`src/u8ld_pkg.sv`:
```
// Shared types and constants of the lenient UTF-8 decoder.
`timescale 1ns / 1ps

package u8ld_pkg;

    localparam int OFFSET_WIDTH_DEF = 32;
    localparam int CLUSTER_WIDTH    = 32;
    localparam int CP_WIDTH         = 21;

    typedef struct packed {
        logic [7:0] byte_value;
        logic       last_byte;
    } u8ld_in_t;

    typedef struct packed {
        logic [CP_WIDTH-1:0]      code_point;
        logic                     invalid;
        logic [CLUSTER_WIDTH-1:0] cluster;
        logic                     last_result;
    } u8ld_out_t;

endpackage

```
`src/u8ld_front.sv`:
```
// Front part: takes input bytes and tags each with its saturated text offset.
`timescale 1ns / 1ps

module u8ld_front
    import u8ld_pkg::*;
#(
    parameter int OFFSET_WIDTH = OFFSET_WIDTH_DEF
)
(
    input  logic                      clk,
    input  logic                      rst_n,
    input  logic                      cfg_we,
    input  logic [CLUSTER_WIDTH-1:0]  cfg_data,
    input  logic                      byte_valid,
    output logic                      byte_stall,
    input  u8ld_in_t                  byte_data,
    input  logic                      q_full,
    output logic                      q_push,
    output logic [OFFSET_WIDTH+8:0]   q_wdata
);

    logic [CLUSTER_WIDTH-1:0]              base_reg;
    logic [OFFSET_WIDTH-1:0]               next_off_reg;
    logic [OFFSET_WIDTH-1:0]               next_off_next;
    logic                                  run_start_reg;
    logic                                  run_start_next;
    logic [OFFSET_WIDTH+CLUSTER_WIDTH-1:0] base_ext;
    logic [OFFSET_WIDTH-1:0]               base_sat;
    logic [OFFSET_WIDTH-1:0]               cur_off;

    assign byte_stall = q_full;
    assign q_push     = byte_valid && !q_full;

    always_comb
    begin
        base_ext = {{OFFSET_WIDTH{1'b0}}, base_reg};
        if (base_ext > {{CLUSTER_WIDTH{1'b0}}, {OFFSET_WIDTH{1'b1}}})
        begin
            base_sat = '1;
        end
        else
        begin
            base_sat = base_ext[OFFSET_WIDTH-1:0];
        end
        cur_off = run_start_reg ? base_sat : next_off_reg;
        if (cur_off != {OFFSET_WIDTH{1'b1}})
        begin
            next_off_next = cur_off + 1'b1;
        end
        else
        begin
            next_off_next = cur_off;
        end
        run_start_next = byte_data.last_byte;
    end

    assign q_wdata = {cur_off, byte_data.last_byte, byte_data.byte_value};

    always_ff @(posedge clk or negedge rst_n)
    begin
        if (!rst_n)
        begin
            base_reg      <= '0;
            next_off_reg  <= '0;
            run_start_reg <= 1'b1;
        end
        else
        begin
            if (cfg_we)
            begin
                base_reg <= cfg_data;
            end
            if (q_push)
            begin
                next_off_reg  <= next_off_next;
                run_start_reg <= run_start_next;
            end
        end
    end

endmodule

```
`src/u8ld_fifo.sv`:
```
// Two-entry queue between the front and back parts.
`timescale 1ns / 1ps

module u8ld_fifo
#(
    parameter int WIDTH = 41
)
(
    input  logic             clk,
    input  logic             rst_n,
    input  logic             push,
    input  logic [WIDTH-1:0] wdata,
    output logic             full,
    input  logic             pop,
    output logic             valid,
    output logic [WIDTH-1:0] rdata
);

    localparam int DEPTH = 2;

    logic [WIDTH-1:0] mem_reg [DEPTH];
    logic             wr_ptr_reg;
    logic             rd_ptr_reg;
    logic [1:0]       count_reg;
    logic             do_pop;

    assign full   = (count_reg == 2'(DEPTH));
    assign valid  = (count_reg != 2'd0);
    assign rdata  = mem_reg[rd_ptr_reg];
    assign do_pop = pop && valid;

    always_ff @(posedge clk)
    begin
        if (push)
        begin
            mem_reg[wr_ptr_reg] <= wdata;
        end
    end

    always_ff @(posedge clk or negedge rst_n)
    begin
        if (!rst_n)
        begin
            wr_ptr_reg <= 1'b0;
            rd_ptr_reg <= 1'b0;
            count_reg  <= 2'd0;
        end
        else
        begin
            if (push)
            begin
                wr_ptr_reg <= !wr_ptr_reg;
            end
            if (do_pop)
            begin
                rd_ptr_reg <= !rd_ptr_reg;
            end
            if (push && !do_pop)
            begin
                count_reg <= count_reg + 2'd1;
            end
            else if (do_pop && !push)
            begin
                count_reg <= count_reg - 2'd1;
            end
        end
    end

endmodule

```
`src/u8ld_back.sv`:
```
// Back part: holds pending bytes and emits one decoded or invalid result per cycle unless the output stalls.
`timescale 1ns / 1ps

module u8ld_back
    import u8ld_pkg::*;
#(
    parameter int OFFSET_WIDTH = OFFSET_WIDTH_DEF
)
(
    input  logic                    clk,
    input  logic                    rst_n,
    input  logic                    q_valid,
    input  logic [OFFSET_WIDTH+8:0] q_rdata,
    output logic                    q_pop,
    output logic                    cp_valid,
    input  logic                    cp_stall,
    output u8ld_out_t               cp_data
);

    localparam logic [7:0] ASCII_MAX  = 8'h7f;
    localparam logic [7:0] LEAD2_MASK = 8'he0;
    localparam logic [7:0] LEAD2_TAG  = 8'hc0;
    localparam logic [7:0] LEAD3_MASK = 8'hf0;
    localparam logic [7:0] LEAD3_TAG  = 8'he0;
    localparam logic [7:0] LEAD4_MASK = 8'hf8;
    localparam logic [7:0] LEAD4_TAG  = 8'hf0;
    localparam logic [7:0] CONT_MASK  = 8'hc0;
    localparam logic [7:0] CONT_TAG   = 8'h80;

    typedef struct packed {
        logic                hit;
        logic                bad;
        logic [CP_WIDTH-1:0] cp;
        logic [2:0]          drop;
    } step_t;

    function automatic logic [2:0] seq_len(input logic [7:0] c);
        logic [2:0] len;
        if (c <= ASCII_MAX)
        begin
            len = 3'd1;
        end
        else if ((c & LEAD2_MASK) == LEAD2_TAG)
        begin
            len = 3'd2;
        end
        else if ((c & LEAD3_MASK) == LEAD3_TAG)
        begin
            len = 3'd3;
        end
        else if ((c & LEAD4_MASK) == LEAD4_TAG)
        begin
            len = 3'd4;
        end
        else
        begin
            len = 3'd0;
        end
        return len;
    endfunction

    function automatic step_t classify(input logic [3:0][7:0] b, input logic [2:0] cnt,
                                       input logic last);
        step_t               r;
        logic [2:0]          len;
        logic                broken;
        logic [CP_WIDTH-1:0] cp;
        r      = '0;
        len    = seq_len(b[0]);
        broken = 1'b0;
        for (int i = 1; i < 4; i++)
        begin
            if (i < int'(len) && i < int'(cnt) && (b[i] & CONT_MASK) != CONT_TAG)
            begin
                broken = 1'b1;
            end
        end
        unique case (len)
            3'd1:    cp = {14'd0, b[0][6:0]};
            3'd2:    cp = {10'd0, b[0][4:0], b[1][5:0]};
            3'd3:    cp = {5'd0, b[0][3:0], b[1][5:0], b[2][5:0]};
            3'd4:    cp = {b[0][2:0], b[1][5:0], b[2][5:0], b[3][5:0]};
            default: cp = '0;
        endcase
        if (cnt == 3'd0)
        begin
            r.hit = 1'b0;
        end
        else if (len == 3'd0 || broken)
        begin
            r.hit  = 1'b1;
            r.bad  = 1'b1;
            r.drop = 3'd1;
        end
        else if (cnt >= len)
        begin
            r.hit  = 1'b1;
            r.cp   = cp;
            r.drop = len;
        end
        else if (last)
        begin
            r.hit  = 1'b1;
            r.bad  = 1'b1;
            r.drop = 3'd1;
        end
        return r;
    endfunction

    logic [3:0][7:0]                       hb_reg;
    logic [3:0][7:0]                       hb_next;
    logic [OFFSET_WIDTH-1:0]               ho_reg  [4];
    logic [OFFSET_WIDTH-1:0]               ho_next [4];
    logic [2:0]                            cnt_reg;
    logic [2:0]                            cnt_next;
    logic                                  active_reg;
    logic                                  active_next;
    logic                                  last_reg;
    logic                                  last_next;
    logic                                  cp_valid_reg;
    logic                                  cp_valid_next;
    u8ld_out_t                             cp_data_reg;
    u8ld_out_t                             cp_data_next;

    logic [7:0]                            head_byte;
    logic                                  head_last;
    logic [OFFSET_WIDTH-1:0]               head_off;
    logic [3:0][7:0]                       work_b;
    logic [OFFSET_WIDTH-1:0]               work_o [4];
    logic [2:0]                            work_cnt;
    logic                                  work_last;
    logic [3:0][7:0]                       post_b;
    logic [OFFSET_WIDTH-1:0]               post_o [4];
    logic [2:0]                            post_cnt;
    step_t                                 res;
    step_t                                 res_post;
    logic                                  out_free;
    logic                                  go;
    logic                                  emit;
    logic [OFFSET_WIDTH+CLUSTER_WIDTH-1:0] cl_ext;

    assign head_byte = q_rdata[7:0];
    assign head_last = q_rdata[8];
    assign head_off  = q_rdata[OFFSET_WIDTH+8:9];
    assign out_free  = !cp_valid_reg || !cp_stall;
    assign go        = out_free && (active_reg || q_valid);
    assign q_pop     = go && !active_reg;

    always_comb
    begin
        int idx;
        work_b = hb_reg;
        for (int i = 0; i < 4; i++)
        begin
            work_o[i] = ho_reg[i];
        end
        work_cnt  = cnt_reg;
        work_last = last_reg;
        if (!active_reg)
        begin
            work_b[cnt_reg[1:0]] = head_byte;
            work_o[cnt_reg[1:0]] = head_off;
            work_cnt             = cnt_reg + 3'd1;
            work_last            = head_last;
        end

        res = classify(work_b, work_cnt, work_last);

        for (int i = 0; i < 4; i++)
        begin
            idx = i + int'(res.drop);
            if (idx < 4)
            begin
                post_b[i] = work_b[idx[1:0]];
                post_o[i] = work_o[idx[1:0]];
            end
            else
            begin
                post_b[i] = '0;
                post_o[i] = '0;
            end
        end
        post_cnt = work_cnt - res.drop;
        res_post = classify(post_b, post_cnt, work_last);

        emit = go && res.hit;

        hb_next     = hb_reg;
        for (int i = 0; i < 4; i++)
        begin
            ho_next[i] = ho_reg[i];
        end
        cnt_next    = cnt_reg;
        active_next = active_reg;
        last_next   = last_reg;
        if (go)
        begin
            last_next = work_last;
            if (res.hit)
            begin
                hb_next     = post_b;
                for (int i = 0; i < 4; i++)
                begin
                    ho_next[i] = post_o[i];
                end
                cnt_next    = post_cnt;
                active_next = res_post.hit;
            end
            else
            begin
                hb_next     = work_b;
                for (int i = 0; i < 4; i++)
                begin
                    ho_next[i] = work_o[i];
                end
                cnt_next    = work_cnt;
                active_next = 1'b0;
            end
        end

        cl_ext                   = {{CLUSTER_WIDTH{1'b0}}, work_o[0]};
        cp_data_next             = cp_data_reg;
        cp_valid_next            = cp_valid_reg && cp_stall;
        if (emit)
        begin
            cp_valid_next            = 1'b1;
            cp_data_next.code_point  = res.cp;
            cp_data_next.invalid     = res.bad;
            cp_data_next.cluster     = cl_ext[CLUSTER_WIDTH-1:0];
            cp_data_next.last_result = !res_post.hit;
        end
    end

    always_ff @(posedge clk)
    begin
        hb_reg      <= hb_next;
        ho_reg      <= ho_next;
        last_reg    <= last_next;
        cp_data_reg <= cp_data_next;
    end

    always_ff @(posedge clk or negedge rst_n)
    begin
        if (!rst_n)
        begin
            cnt_reg      <= 3'd0;
            active_reg   <= 1'b0;
            cp_valid_reg <= 1'b0;
        end
        else
        begin
            cnt_reg      <= cnt_next;
            active_reg   <= active_next;
            cp_valid_reg <= cp_valid_next;
        end
    end

    assign cp_valid = cp_valid_reg;
    assign cp_data  = cp_data_reg;

endmodule

```
`src/utf8_lenient_decoder.sv`:
```
// Top level of the lenient UTF-8 decoder.
`timescale 1ns / 1ps
// Usage:
// The byte channel (byte_valid, byte_stall, byte_data) takes one UTF-8 byte per
// transfer, with last_byte set on the final byte of a text run. The cp channel
// (cp_valid, cp_stall, cp_data) gives decoded code points, each tagged with the
// text offset of its lead byte, and with last_result set on the final result
// that an input byte causes. Bad sequences give an invalid result for the lead
// byte, after which the following bytes are decoded again.
// cfg_we with cfg_data writes the base offset of the first byte of a run; write
// it only while the block is idle.
// An accepted byte passes through the queue and the output register before its first result is offered.
// The back part emits one result per cycle unless the receiver stalls; the block
// sustains one byte per cycle while each byte gives at most one result, and a
// byte that ends a broken sequence gives up to four results before the next byte is taken.
// A two-entry queue separates intake from decoding, so input keeps flowing while
// a result waits. When the receiver stalls, the output register holds its
// result, the queue fills and byte_stall rises.
// Reset empties the queue and the pending bytes and sets the base offset to zero.

module utf8_lenient_decoder
    import u8ld_pkg::*;
#(
    parameter int OFFSET_WIDTH = OFFSET_WIDTH_DEF
)
(
    input  logic                     clk,
    input  logic                     rst_n,
    input  logic                     cfg_we,
    input  logic [CLUSTER_WIDTH-1:0] cfg_data,
    input  logic                     byte_valid,
    output logic                     byte_stall,
    input  u8ld_in_t                 byte_data,
    output logic                     cp_valid,
    input  logic                     cp_stall,
    output u8ld_out_t                cp_data
);

    localparam int Q_WIDTH = OFFSET_WIDTH + 9;

    logic               q_push;
    logic               q_full;
    logic               q_pop;
    logic               q_valid;
    logic [Q_WIDTH-1:0] q_wdata;
    logic [Q_WIDTH-1:0] q_rdata;

    u8ld_front #(.OFFSET_WIDTH(OFFSET_WIDTH)) front
    (
        .clk        (clk),
        .rst_n      (rst_n),
        .cfg_we     (cfg_we),
        .cfg_data   (cfg_data),
        .byte_valid (byte_valid),
        .byte_stall (byte_stall),
        .byte_data  (byte_data),
        .q_full     (q_full),
        .q_push     (q_push),
        .q_wdata    (q_wdata)
    );

    u8ld_fifo #(.WIDTH(Q_WIDTH)) queue
    (
        .clk   (clk),
        .rst_n (rst_n),
        .push  (q_push),
        .wdata (q_wdata),
        .full  (q_full),
        .pop   (q_pop),
        .valid (q_valid),
        .rdata (q_rdata)
    );

    u8ld_back #(.OFFSET_WIDTH(OFFSET_WIDTH)) back
    (
        .clk      (clk),
        .rst_n    (rst_n),
        .q_valid  (q_valid),
        .q_rdata  (q_rdata),
        .q_pop    (q_pop),
        .cp_valid (cp_valid),
        .cp_stall (cp_stall),
        .cp_data  (cp_data)
    );

endmodule

```
`config.mk`:
```
export PLATFORM = sky130hd
export DESIGN_NAME = utf8_lenient_decoder
export DESIGN_NICKNAME = d
export VERILOG_FILES = /design/src/u8ld_pkg.sv /design/src/u8ld_front.sv /design/src/u8ld_fifo.sv /design/src/u8ld_back.sv /design/src/utf8_lenient_decoder.sv
export SDC_FILE = /design/constraint.sdc
export NUM_CORES = 1
export LEC_CHECK = 0
export ABC_CLOCK_PERIOD_IN_PS = 6300
export BUFFER_PORTS_ARGS = -buffer_cell sky130_fd_sc_hd__buf_2
export CORE_AREA = 2 2 216 218
export DETAILED_ROUTE_END_ITERATION = 6
export DIE_AREA = 0 0 218 220
export GPL_TIMING_DRIVEN = 0
export PLACE_DENSITY = 0.63
export REMOVE_ABC_BUFFERS = 1
export SLEW_MARGIN = 20
export SYNTH_ARGS = -nofsm -noshare
export SYNTH_HDL_FRONTEND = slang
export SYNTH_SLANG_ARGS = --single-unit
export TNS_END_PERCENT = 20
```
`constraint.sdc`:
```
create_clock -name clk -period 6.3 [get_ports clk]
set_input_delay 0.315 -clock clk [delete_from_list [all_inputs] [get_ports clk]]
set_output_delay 0.315 -clock clk [all_outputs]
set_load 0.02 [all_outputs]
```
==> metrics.md, run 1 <==
| Metric | Value |
|---|---|
| Max Clock Freq | approximately 170 MHz |
| Inserted Clock Buffers | 42 |
| Total length of routed met3 wires | between 4000 and 5000 um |
| Clock-pin slew on the worst setup and hold paths | ~60 ps |
| WS Path Type | flip-flop to flip-flop |
| Die area | approximately 0.048 mm^2 |
| Die X | 218 um |
| Crit end category | flip-flop |
| Max-cap violation count | 0 |
| Final Max Tran Viols | 0 |
| # fillers | about 4000 |
| Placed inst area | 0.0218 mm^2 |
| WP data required | about 6800 ps |
| Final setup violation count | 0 |
| Outcome | finished clean |
| Total core area | ~0.046 mm^2 |
| Vias in the first global route | between 15000 and 20000 |
| Hold slack | ~38 ps |
| Synthesized cell area | around 0.02 mm^2 |
| Routed len/inst | approximately 21 um |
| Final ANT Viol Nets | 0 |
| Met2 WL post-DR | roughly 28000 um |
| Synthesis warning total | 0 |
| Final min period | about 6000 ps |
| DR pass1 iterations | 7 |
| Slew @ Worst Pin | 985 ps |
| Initial core utilization | 44.4% |
| Maximum root-to-sink buffer count | 3 |
| CTS root buf | clkbuf_16 |
| Multi-input gate area | about 0.009 mm^2 |
| Drt initial violations | 1582 |
| Critical path peak fanout | 33 |
| Clock skew | 23.8 ps |
| Avg Cell Area, Syn | a little under 10 um^2 |
| # H-tree levels | 2 |
| Area Growth Syn to Fin | 17.8% |
| Gr ovfl total | 0 |
| CTS tree | done |
| Top Metal Used | met4 |
| Boundary Pins | slightly above 100 |
| Post-synthesis sequential area ratio | approximately 53% |
| Largest net degree at the start of global routing | 95 |
| Hold/Removal Path Class | input port to flip-flop |
| Period utilization | about 95% |
| Relative slew slack | between 30% and 40% |
| Site row count | between 70 and 80 |
| Total Routing Usage GR | around 24% |
| EDFF count, synth | just under 300 |
| Drt total wl | between 50000 and 60000 um |
| Die Ht | 220 um |
| WL met1 | around 24000 um |
| Post-DP HPWL | ~34000 um |
| RSZ-0062 raised after global routing | false |
| Hold Fails Final Rpt | 0 |
| Clock Latency Late Sink | roughly 580 ps |
| Clock sink count | between 300 and 400 |
| Layout cells sized above 1 | roughly 15% |
| Layout net count | about 2200 |
| Port Buffers | between 100 and 150 |
| Synth Flop Type | edfxtp_1 |
| Initial antenna violation count | 0 |
| Mapped Cells | approximately 2100 |
| Synth unique cells | 76 |
| Via count | roughly 17000 |
| Final instance area | approximately 0.024 mm^2 |
| # DRC | 0 |
| Startpoint Class | flip-flop |
| Flops & latches, synth | 372 |
| Sequential standard cell area | approximately 0.011 mm^2 |
| Max reg flops | roughly 130 |
| Ant. Diodes | 0 |
| GP Congestion | between 0.8 and 0.9 |
| Arr. time, crit path | about 6500 ps |
| Vias per cell | just under 6 |
| Ys async rst share | between 10% and 20% |
| First-pass GRT wire length | between 80000 and 90000 um |
==> worst paths after layout <==
check | startpoint | end | slack (ps) | depth (start not counted)
hold / removal | cfg_data[8] | front.base_reg[8]$_DFFE_PN0P_ | 40 | 2
setup reg to reg | back.cnt_reg[1]$_DFFE_PN0P_ | back.active_reg$_DFFE_PN0P_ | 290 | 27
setup / recovery | back.cnt_reg[1]$_DFFE_PN0P_ | back.active_reg$_DFFE_PN0P_ | 290 | 27
min in group asynchronous | rst_n | front.base_reg[27]$_DFFE_PN0P_ | 240 | 2
max in group asynchronous | rst_n | front.run_start_reg$_DFFE_PN1P_ | 5420 | 3
hold reg to reg | front.next_off_reg[13]$_DFFE_PN0P_ | front.next_off_reg[13]$_DFFE_PN0P_ | 480 | 2
==> synth_stat cells, types with 47 or more instances <==
cell	count	area share (%)
a21oi_1	270	6.6
inv_1	65	1.2
o22ai_1	47	1.4
o21ai_0	171	4.2
clkbuf_1	110	2.0
a211oi_1	68	2.5
nand3_1	53	1.3
nor2_1	344	6.3
mux2_2	61	3.4
edfxtp_1	298	44
mux2i_1	93	4.6
nand2_1	174	3.2
dfrtp_1	73	9.0
==> worst max-delay path: stages, from the launching register on <==
cell	delay (ps)
dfrtp_1	460
inv_1	120
ha_2	290
nand2b_4	170
buf_4	190
mux2i_4	210
nor2_1	170
nand2_1	230
ha_1	340
o21ai_0	240
o21ba_2	190
a22oi_2	100
o22ai_4	210
a21o_4	150
buf_12	240
clkinv_16	180
buf_16	220
o211ai_1	190
o31a_1	210
and2b_1	200
nand2b_1	80
o21ai_0	190
ha_1	260
nand2b_1	140
a21o_1	180
a211oi_1	230
o221ai_1	190
a31o_1	250
==> metal layers <==
metal | up-vias | global-route usage (%)
li1 | 7749 | -
met1 | 8068 | 31.5
met2 | 767 | 40.6
met3 | 145 | 4.07
met4 | 0 | 9.07
met5 | - | 0
==> through the flow <==
| stage | std cells | TNS [ps] | worst slack (ps) | utilization, % |
|---|---|---|---|---|
| 5_1_grt | 2815 | 0 | 7.20 | 52.2 |
| 2_1_floorplan | 1934 | -637590 | -4610 | - |
| 4_1_cts | 2800 | 0 | 17.3 | 51.8 |
| 3_3_place_gp | 2643 | -2197980 | -13010 | 45.8 |
| 3_5_place_dp | 2672 | -137440 | -2360 | 47.6 |
| 6_report | 2815 | 0 | 291 | 52.2 |
==> timing repair <==
action,in CTS,in global routing
cloned,6,3
gates resized for setup,13,11
setup buffers,8,12
pin swaps,1,3
endpoints found under the setup margin,138,2
endpoints found under the hold margin,75,0
hold buffers,40,0
==> logic make-up after synthesis <==
| family | Yosys count | synth area share [%] |
|---|---|---|
| flops | 372 | 53.1 |
| mux | 162 | 8.51 |
| simple gates | 654 | 13.6 |
| compound gates | 625 | 17.7 |
| xor+xnor | 38 | 1.70 |
| fa+ha+maj | 17 | 1.08 |
| buf+inv | 222 | 4.32 |
==> placed cells by master, fill, tap and decap left out, types with 5 or more instances in the layout <==
| master | Yosys | final |
|---|---|---|
| a211oi_1 | 68 | 68 |
| a21oi_1 | 270 | 270 |
| a222oi_1 | 6 | 6 |
| a22oi_1 | 8 | 7 |
| and3_1 | 6 | 6 |
| buf_12 | 0 | 7 |
| buf_16 | 0 | 17 |
| buf_2 | 16 | 101 |
| buf_4 | 1 | 23 |
| clkbuf_1 | 110 | 11 |
| clkbuf_16 | 0 | 44 |
| clkinv_1 | 0 | 5 |
| clkinv_2 | 0 | 7 |
| dfrtp_1 | 73 | 70 |
| dlygate4sd3_1 | 0 | 40 |
| edfxtp_1 | 298 | 298 |
| ha_1 | 16 | 13 |
| inv_1 | 65 | 63 |
| mux2_2 | 61 | 59 |
| mux2_4 | 3 | 5 |
| mux2i_1 | 93 | 89 |
| mux2i_4 | 0 | 5 |
| nand2_1 | 174 | 171 |
| nand2b_1 | 17 | 12 |
| nand2b_4 | 0 | 5 |
| nand3_1 | 53 | 53 |
| nand3b_1 | 8 | 8 |
| nor2_1 | 344 | 340 |
| nor2b_1 | 11 | 10 |
| nor3_1 | 11 | 11 |
| o21a_1 | 6 | 6 |
| o21ai_0 | 171 | 171 |
| o22ai_1 | 47 | 46 |
| o31ai_1 | 6 | 5 |
| xnor2_1 | 23 | 23 |
| xor2_1 | 14 | 14 |
==> area by class of cell <==
| type | instances | share of cell area [%] |
|---|---|---|
| repair inverters | 2 | 0.0835 |
| flip-flops and latches | 372 | 45.1 |
| multi-input cells | 1501 | 37.4 |
| repair buffers | 193 | 7.45 |
| clock buffers | 58 | 4.94 |
| inverters | 66 | 1.19 |
| well taps | 607 | 3.17 |
| clock inverters | 16 | 0.637 |
Power of run 1 is not shown: default switching activity piles up to over one toggle a cycle in this logic, so the estimate is an artifact.
==> inputs of run 2 (changes only) <==
- ABC_AREA: default -> 1
- CORE_AREA: 2 2 216 218 -> 2 2 220 222
- DIE_AREA: 0 0 218 220 -> 0 0 222 224
- PLACE_DENSITY: 0.63 -> 0.62
==> metrics.md, run 2 <==
| Metric | Value |
|---|---|
| Outcome | finished clean |
| Total Routing Usage GR | 25.4% (+1.1 points) |
| WP data required | 6760 ps (about the same) |
| Max Clock Freq | 172 MHz (+3.5%) |
| Most common cell in the synthesized netlist | nand2_1 |
| Largest net degree at the start of global routing | 110 (+16%) |
| Ys async rst share | 19.9% (unchanged) |
| Via count | 18300 (+9.6%) |
| GP Congestion | 0.879 (+4.9%) |
| Die Ht | 224 um (+1.8%) |
| Total core area | 0.0473 mm^2 (+3.2%) |
| Final instance area | 0.0244 mm^2 (+1.8%) |
| Boundary Pins | 103 (unchanged) |
| Period utilization | 92.2% (-3.2 points) |
| WS Path Type | flip-flop to flip-flop |
| Inserted Clock Buffers | 43 (+2.4%) |
| Die area | 0.0497 mm^2 (+3.7%) |
| Final Max Tran Viols | 0 (unchanged) |
| Drt total wl | 63600 um (+7.5%) |
| CTS tree | done |
| Most frequent CP cell | nand2_1 |
| Clock-pin slew on the worst setup and hold paths | 60 ps (about the same) |
| Clock skew | 28.2 ps (+4.37 ps) |
| Maximum root-to-sink buffer count | 3 (unchanged) |
| Synth Flop Type | edfxtp_1 |
| Drt initial violations | 1979 (+25%) |
| Gr ovfl total | 0 (unchanged) |
| CTS root buf | clkbuf_16 |
| Critical path peak fanout | 109 (+230%) |
| Final min period | 5810 ps (-201 ps) |
| Post-DP HPWL | 37200 um (+9.0%) |
| Setup WS post-layout | 493 ps (+201 ps) |
| Final ANT Viol Nets | 0 (unchanged) |
| Slew @ Worst Pin | 1100 ps (+110 ps) |
| Dpl cells | 3081 (+15%) |
| Startpoint Class | flip-flop |
| Crit end category | flip-flop |
| Avg Cell Area, Syn | 8.47 um^2 (-13%) |
| Initial core utilization | 44.6% (+0.24 points) |
| Critical path's largest stage delay | 430 ps (-30 ps) |
| Slowest-stage cell, CP | dfrtp_1 |
| Area Growth Syn to Fin | 15.5% |
| HP Start | byte_valid |
| Main area contributors after synthesis | edfxtp_1 (42%), nand2_1 (11%), dfrtp_1 (8.7%) |
| Synth top cells by count | nand2_1 (630), edfxtp_1 (298), inv_1 (280), o21ai_0 (262), nor2_1 (208) |
| Ant. Diodes | 0 (unchanged) |
| DR pass1 iterations | 6 (-1) |
| Site row count | 80 (+1.3%) |
| Final setup violation count | 0 (unchanged) |
| Clock sink count | 372 (unchanged) |
| Share of the synthesized area in the top cell type | 42.4% (-1.6 points) |
| Port Buffers | 102 (unchanged) |
| RSZ-0062 raised after global routing | false |
| Mapped Cells | 2492 (+19%) |
| Layout net count | 2635 (+18%) |
| Arr. time, crit path | 6270 ps (-200 ps) |
| # DRC | 0 (unchanged) |
| Flops & latches, synth | 372 (unchanged) |
| Most frequent cells in the layout | nand2_1 (627), edfxtp_1 (298), inv_1 (274), o21ai_0 (261), nor2_1 (205) |
| Post-synthesis sequential area ratio | 51.2% (-1.9 points) |
| Hold Fails Final Rpt | 0 (unchanged) |
| Relative slew slack | 26.9% (-6.8 points) |
| Vias in the first global route | 17500 (+10%) |
| Synthesized cell area | 0.0211 mm^2 (+3.8%) |
| Hold/Removal Path Class | input port to flip-flop |
| EDFF count, synth | 298 (unchanged) |
| Commonest non-fill, non-tap cell in the layout | nand2_1 |
| Die X | 222 um (+1.8%) |
| R2r worst-path depth | 29 (+7.4%) |
| Final cell count without fillers | 3219 (+14%) |
| Post-place setup slack | -1280 ps (+1080 ps) |
| Reg-to-Reg End | back.active_reg$_DFFE_PN0P_ |
| # fillers | 4433 (+7.8%) |
| # H-tree levels | 2 (unchanged) |
| Hold depth | 5 (+3) |
| Reg2Reg Setup Slack | 490 ps (+200 ps) |
| Yosys top cell by area | edfxtp_1 |
| Placed inst area | 0.0224 mm^2 (+2.6%) |
| Worst Hold End | front.run_start_reg$_DFFE_PN1P_ |
| Reg2Reg Launch Point | back.cnt_reg[0]$_DFFE_PN0P_ |
| Synth unique cells | 56 (-26%) |
| Routed len/inst | 19.8 um (-6.0%) |
| Max-cap violation count | 0 (unchanged) |
| Max reg flops | 128 (unchanged) |
| Clock Latency Late Sink | 580 ps (about the same) |
| Synthesis warning total | 0 (unchanged) |
| Initial antenna violation count | 0 (unchanged) |
| Hold slack | 228 ps (+190 ps) |
| First-pass GRT wire length | 98100 um (+9.6%) |
| Layout cells sized above 1 | 11.4% (-3.8 points) |
| Vias per cell | 5.70 (-4.2%) |
run 2: changes by cell type in the layout (fill, tap and decap cells not counted), sizes merged, moves of 67 or more:
cell,delta
a211oi,-67
a21oi,-216
inv,+229
mux2i,-98
nand2,+471
nor2,-130
o21ai,+163
run 2: worst max-delay path by stage:
stage	end	slack [ps]	from	cells after the start
final	back.active_reg$_DFFE_PN0P_	490	back.cnt_reg[0]$_DFFE_PN0P_	29
after global routing	back.active_reg$_DFFE_PN0P_	70	back.cnt_reg[0]$_DFFE_PN0P_	29
after CTS	back.active_reg$_DFFE_PN0P_	20	back.cnt_reg[0]$_DFFE_PN0P_	31
after detailed placement	back.cp_data[0]$_DFFE_PP_	-1280	queue.rd_ptr_reg$_DFFE_PN0P_	27
after global placement	back.active_reg$_DFFE_PN0P_	-6950	queue.rd_ptr_reg$_DFFE_PN0P_	24
after floorplan	back.cp_data[0]$_DFFE_PP_	-1240	back.cnt_reg[0]$_DFFE_PN0P_	25
run 2: layout make-up:
type                    instances  area [um^2]  share of cell area (%)
well taps                     615          769                    3.16
multi-input cells            1675         8630                    35.4
repair buffers                185         1690                    6.93
inverters                     295         1160                    4.75
clock inverters                16          129                   0.528
clock buffers                  61         1210                    4.95
flip-flops and latches        372        10800                    44.3
run 2: worst max-delay path: cells and delay by family (launching register included):
kind / cells / cell delay, ps
and+or+nand+nor: 14 / 1840
AOI/OAI and AO/OA: 7 / 1290
adders and majority gates: 3 / 1020
buffers and inverters: 5 / 950
DFF: 1 / 430
run 2: stage by stage:
| step | TNS, ps | utilization (%) |
|---|---|---|
| detailed placement | -65300 | 47.3 |
| CTS | 0 | 51.3 |
| floorplan | -69280 | - |
| global placement | -1363810 | 45.8 |
| finish | 0 | 51.5 |
| global route | 0 | 51.5 |
run 2: kinds of logic after synthesis:
group / after synthesis / share of synthesized area (%)
AOI/OAI and AO/OA: 634 / 18.3
and+or+nand+nor: 984 / 19.2
xor gates and xnor gates: 32 / 1.36
muxes: 4 / 0.213
buffers and inverters: 449 / 8.70
DFF: 372 / 51.2
adders and majority gates: 17 / 1.04
run 2: routing by layer:
layer	up-vias	wire (um)	global-route usage (%)	share of wire (%)
met5	-	0	0	0
met4	0	2550	10.4	4.0
met3	166	5110	3.71	8.0
met2	841	29100	41.7	46
met1	8647	26900	33.8	42
li1	8682	-	-	-
run 2: repair_timing:
item | CTS | global route
setup buffers | 6 | 8
resized for setup | 5 | 4
hold endpoints to repair | 82 | 0
cloned | 2 | 2
pin swaps | 5 | 4
endpoints found under the setup margin | 82 | 53
hold buffers | 43 | 0
Power of run 2 is left out for the same reason.
